<file path="config.mk">
export PLATFORM = sky130hd
export DESIGN_NAME = rtee_ctrl
export DESIGN_NICKNAME = d
export VERILOG_FILES = /design/src/hw/rtl/rtee_pkg.sv /design/src/hw/rtl/rtee_ctrl.sv
export SDC_FILE = /design/constraint.sdc
export NUM_CORES = 1
export LEC_CHECK = 0
export BUFFER_PORTS_ARGS = -buffer_cell sky130_fd_sc_hd__buf_2
export CORE_AREA = 2 2 39 41
export DETAILED_ROUTE_END_ITERATION = 7
export DIE_AREA = 0 0 41 43
export PLACE_DENSITY_LB_ADDON = 0.12
export SLEW_MARGIN = 20
export SYNTH_ARGS = -nofsm -noshare
export SYNTH_HDL_FRONTEND = slang
export SYNTH_SLANG_ARGS = --single-unit
</file>
<file path="constraint.sdc">
create_clock -name clk -period 2 [get_ports clk]
set_input_delay 0.3 -clock clk [delete_from_list [all_inputs] [get_ports clk]]
set_output_delay 0.3 -clock clk [all_outputs]
set_load 0.03 [all_outputs]
</file>
<file path="src/hw/rtl/rtee_pkg.sv">
// ----------------------------------------------------------------------------
// Register toggle energy estimator package
// Sizes, constants and controller/datapath types.
// ----------------------------------------------------------------------------
`default_nettype none

package rtee_pkg;

	localparam int NUM_PORTS      = 8;
	localparam int REG_BITS       = 6;
	localparam int CODE_BITS      = 7;
	localparam int FLAGS_PER_PORT = 2 * REG_BITS;
	localparam int VEC_SIZE       = NUM_PORTS * FLAGS_PER_PORT;
	localparam int STORE_DEPTH    = VEC_SIZE + (VEC_SIZE * (VEC_SIZE - 1)) / 2;
	localparam int PORTS_W        = NUM_PORTS * CODE_BITS;
	localparam int COEF_ADDR_W    = $clog2(STORE_DEPTH);
	localparam int IDX_W          = $clog2(VEC_SIZE);
	localparam int COEF_W         = 32;
	localparam int ENERGY_W       = 48;
	localparam int ACC_W          = 50;
	localparam int CFG_INDEX_W    = 1;

	localparam logic [CFG_INDEX_W-1:0] CFG_INTERCEPT   = 1'd0;
	localparam logic [CFG_INDEX_W-1:0] CFG_EMPTY_CODE  = 1'd1;
	localparam logic [CODE_BITS-1:0]   EMPTY_CODE_RST  = 7'd127;

	localparam logic                   MODE_WRITE = 1'b0;
	localparam logic                   MODE_EVAL  = 1'b1;

	localparam logic signed [ENERGY_W-1:0] E_MAX = {1'b0, {(ENERGY_W-1){1'b1}}};
	localparam logic signed [ENERGY_W-1:0] E_MIN = {1'b1, {(ENERGY_W-1){1'b0}}};

	typedef enum logic [1:0] {
		ST_IDLE,
		ST_RUN,
		ST_DRAIN,
		ST_FINISH
	} state_t;

	typedef struct packed {
		logic wr_coef;
		logic start;
		logic step;
		logic load;
	} cmd_t;

	typedef struct packed {
		logic last;
	} status_t;

endpackage

`default_nettype wire

</file>
<file path="src/hw/rtl/rtee_ctrl.sv">
// ----------------------------------------------------------------------------
// Register toggle energy estimator controller
// Sequences coefficient writes, the coefficient sweep and the result hand-off.
// ----------------------------------------------------------------------------
`default_nettype none

module rtee_ctrl import rtee_pkg::*; (
	input  wire logic    clk,
	input  wire logic    arst_n,
	input  wire logic    req_valid,
	input  wire logic    req_mode,
	output logic         req_ready,
	output logic         rsp_valid,
	input  wire logic    rsp_ready,
	input  wire status_t status,
	output cmd_t         cmd
);

	state_t state_q;
	state_t state_d;
	logic   out_valid_q;

	always_ff @(posedge clk or negedge arst_n) begin
		if (!arst_n) begin
			state_q <= ST_IDLE;
		end else begin
			state_q <= state_d;
		end
	end

	always_ff @(posedge clk or negedge arst_n) begin
		if (!arst_n) begin
			out_valid_q <= 1'b0;
		end else if (cmd.load) begin
			out_valid_q <= 1'b1;
		end else if (rsp_ready) begin
			out_valid_q <= 1'b0;
		end
	end

	always_comb begin
		state_d   = state_q;
		cmd       = '0;
		req_ready = 1'b0;
		case (state_q)
			ST_IDLE: begin
				req_ready = 1'b1;
				if (req_valid) begin
					if (req_mode == MODE_EVAL) begin
						cmd.start = 1'b1;
						state_d   = ST_RUN;
					end else begin
						cmd.wr_coef = 1'b1;
					end
				end
			end
			ST_RUN: begin
				cmd.step = 1'b1;
				if (status.last) begin
					state_d = ST_DRAIN;
				end
			end
			ST_DRAIN: begin
				state_d = ST_FINISH;
			end
			ST_FINISH: begin
				if (!out_valid_q) begin
					cmd.load = 1'b1;
					state_d  = ST_IDLE;
				end
			end
			default: begin
				state_d = ST_IDLE;
			end
		endcase
	end

	assign rsp_valid = out_valid_q;

endmodule

`default_nettype wire

</file>
==> metrics.cfg <==
[run_status]
status = finished, final reports clean

[cells_and_area]
diodes = 0
syn_to_final_growth_pct = 52.4
num-fill-cells = 159
drive_gt1_share_pct = 36.8
final_common_cell = buf_2
finalNetCount = 49
mostFrequentLayoutCells = 11 x buf_2, 4 x inv_1, 4 x ha_1
regArea_um2 = 75.1
multi_input_area_um2 = 123

[global_routing]
grt_pass1_vias = 187
grt_overflow = 0
grt_use_total_pct = 5.92
grt_max_degree = 6
grt_pass1_wl_um = 621
antenna_found_initial = 0

[pwr]
switching_share_pct = 46.8
p_leak_nw = 0.193
pwr-share-comb_pct = 57.5
peakVddDrop_uv = 374
switchingPower_mw = 0.255
p_int_mw = 0.291
seqPwrFrac_pct = 22.8
powerDensity_nw_per_um2 = 1680
finalPower_mw = 0.546
clkPwrFrac_pct = 19.7

[route]
via_count = 207
wl_um = 480
viasPerCell = 3.83
drtPass1Iterations = 4
drtIter0Drc = 3
drc = 0
postRouteAntennaNets = 0
wl_per_cell_um = 8.89

[logic_synthesis]
synth_cell_types = 12
seq_area_frac_synth_pct = 35.3
ys_ff_latch = 3
ys.warnings.count = 0
post_synth_instance_area_um2 = 213
synthCells = 22
syn_area_per_cell_um2 = 9.67
synth_nets = 32

[sta]
maxSlewViolCount = 0
max_freq_ghz = 0.622
rsz0062_at_grt = no
hold_viol_final = 0
tns_ns = 0
min_period_over_period_pct = 80.4
fin_crit_ns = 1.61
worst_slew_pin_slew_ns = 0.378
relSlewSlack_pct = 74.8
setup_viol = 0
skew_ns = 0.00110

[worst_setup_path]
crit_type = flop to primary output
cp.required_ns = 1.70
cp-end-kind = primary output
crit_slowest_cell = dfrtp_1
start_kind = flop
rrSetupSlack_ns = 0.45
r2r-end = state_q[1]$_DFFE_PN0P_
slowest_delay_ns = 0.40
worstPathCellList = inv_1 -> ha_1 -> and3_1 -> buf_2
crit_arrival_ns = 1.31
r2r_start = state_q[1]$_DFFE_PN0P_
reg2regPathDepth = 4
cp_max_fo = 5

[floorplan]
row_count = 14
die_h_um = 43
core_area_um2 = 1380
fp.dieW_um = 41
io_pins = 12
start_util_pct = 15.4
die-area_um2 = 1760

[clock_network]
htree_levels = 1
cts-root-buf = clkbuf_4
clkTransAtPathRegs_ns = 0.04
clock-sinks = 3
cts_buffers = 3
cts_tree = built
clk_latency_ns = 0.23
cts.path.max_buffers = 2
postCtsSetupRepairBufs = 0

[job]
drv_cap = 0

[placement]
gp_congestion = 0.588
portBuffers = 11

[hold_path]
hp-start = rsp_ready
whs_path_depth = 3
hp-class = input pin to flop
worstHoldEndpoint = rsp_valid$_DFFE_PN0P_

[critical path: cells and delay by family, from the launching register on]
family        cells  cell delay [ns]
flops             1             0.40
buf+inv           2             0.28
fa+ha+maj         1             0.23
simple gates      1             0.16
[cells by family after synthesis]
kind of cell	share of synthesized area, %
buffers and inverters	7.06
adders and majority gates	23.5
muxes	5.29
AOI/OAI and AO/OA	15.9
and+or+nand+nor	12.9
DFF	35.3
[registers in the layout, indices dropped and copies added, names as in the netlist]
name and count:
state_q 2, rsp_valid 1
[timing repair]
| action | in CTS | in global routing |
|---|---|---|
| hold buffers | 1 | 0 |
| hold endpoints to repair | 3 | 0 |
| resized for setup | 0 | 0 |
[area by class of cell]
type	count	area share [%]
Clock buffer	4	8.11
Timing Repair Buffer	12	20.1
Multi-Input combinational cell	15	37.8
Sequential cell	3	23.2
Tap cell	16	6.18
Inverter	4	4.63
[worst max-delay path by stage]
stage	startpoint	depth (start not counted)	slack, ns	to
2_1_floorplan	state_q[0]$_DFFE_PN0P_	4	0.35	cmd[3]
3_3_place_gp	state_q[1]$_DFFE_PN0P_	4	0.42	state_q[1]$_DFFE_PN0P_
3_5_place_dp	state_q[1]$_DFFE_PN0P_	4	0.44	state_q[1]$_DFFE_PN0P_
4_1_cts	state_q[0]$_DFFE_PN0P_	4	0.36	cmd[2]
5_1_grt	state_q[0]$_DFFE_PN0P_	5	0.27	cmd[3]
6_report	state_q[0]$_DFFE_PN0P_	4	0.39	cmd[2]
[synthesized netlist by cell type]
cell,n,share of area [%]
a21o_1,1,3.5
nor2b_1,1,2.9
a2bb2oi_1,1,4.1
a22oi_1,1,3.5
mux2_1,1,5.3
a222oi_1,1,4.7
nor2_1,2,3.5
and3_1,1,2.9
dfrtp_1,3,35
nand2_1,2,3.5
ha_1,4,24
inv_1,4,7.1
[power groups by stage]
stage	Combinational (mW)	Clock, mW	Sequential (mW)
3_5_place_dp	0.320	0	0.126
5_1_grt	0.347	0.120	0.130
4_1_cts	0.321	0.113	0.126
3_3_place_gp	0.322	0	0.127
2_1_floorplan	0.229	0	0.137
6_report	0.314	0.107	0.125
[through the flow]
step | cells | util [%] | cell area (um2) | worst slack, ns | hold slack, ns
finish | 54 | 23.4 | 324 | 0.392 | 0.340
global route | 54 | 23.4 | 324 | 0.272 | 0.345
CTS | 54 | 23.4 | 324 | 0.364 | 0.338
detailed placement | 49 | 20.8 | 288 | 0.436 | 0.0995
global placement | 49 | 20.8 | 288 | 0.421 | 0.0967
floorplan | 22 | - | 213 | 0.350 | 0.00441
[routing by layer]
layer	up-vias	global-route usage [%]	wire length [um]
met5	-	0	0
met4	0	8.00	0
met3	0	3.14	39
met2	8	8.75	265
met1	92	4.18	176
li1	107	-	-
Power figures use the tool's default switching activity.
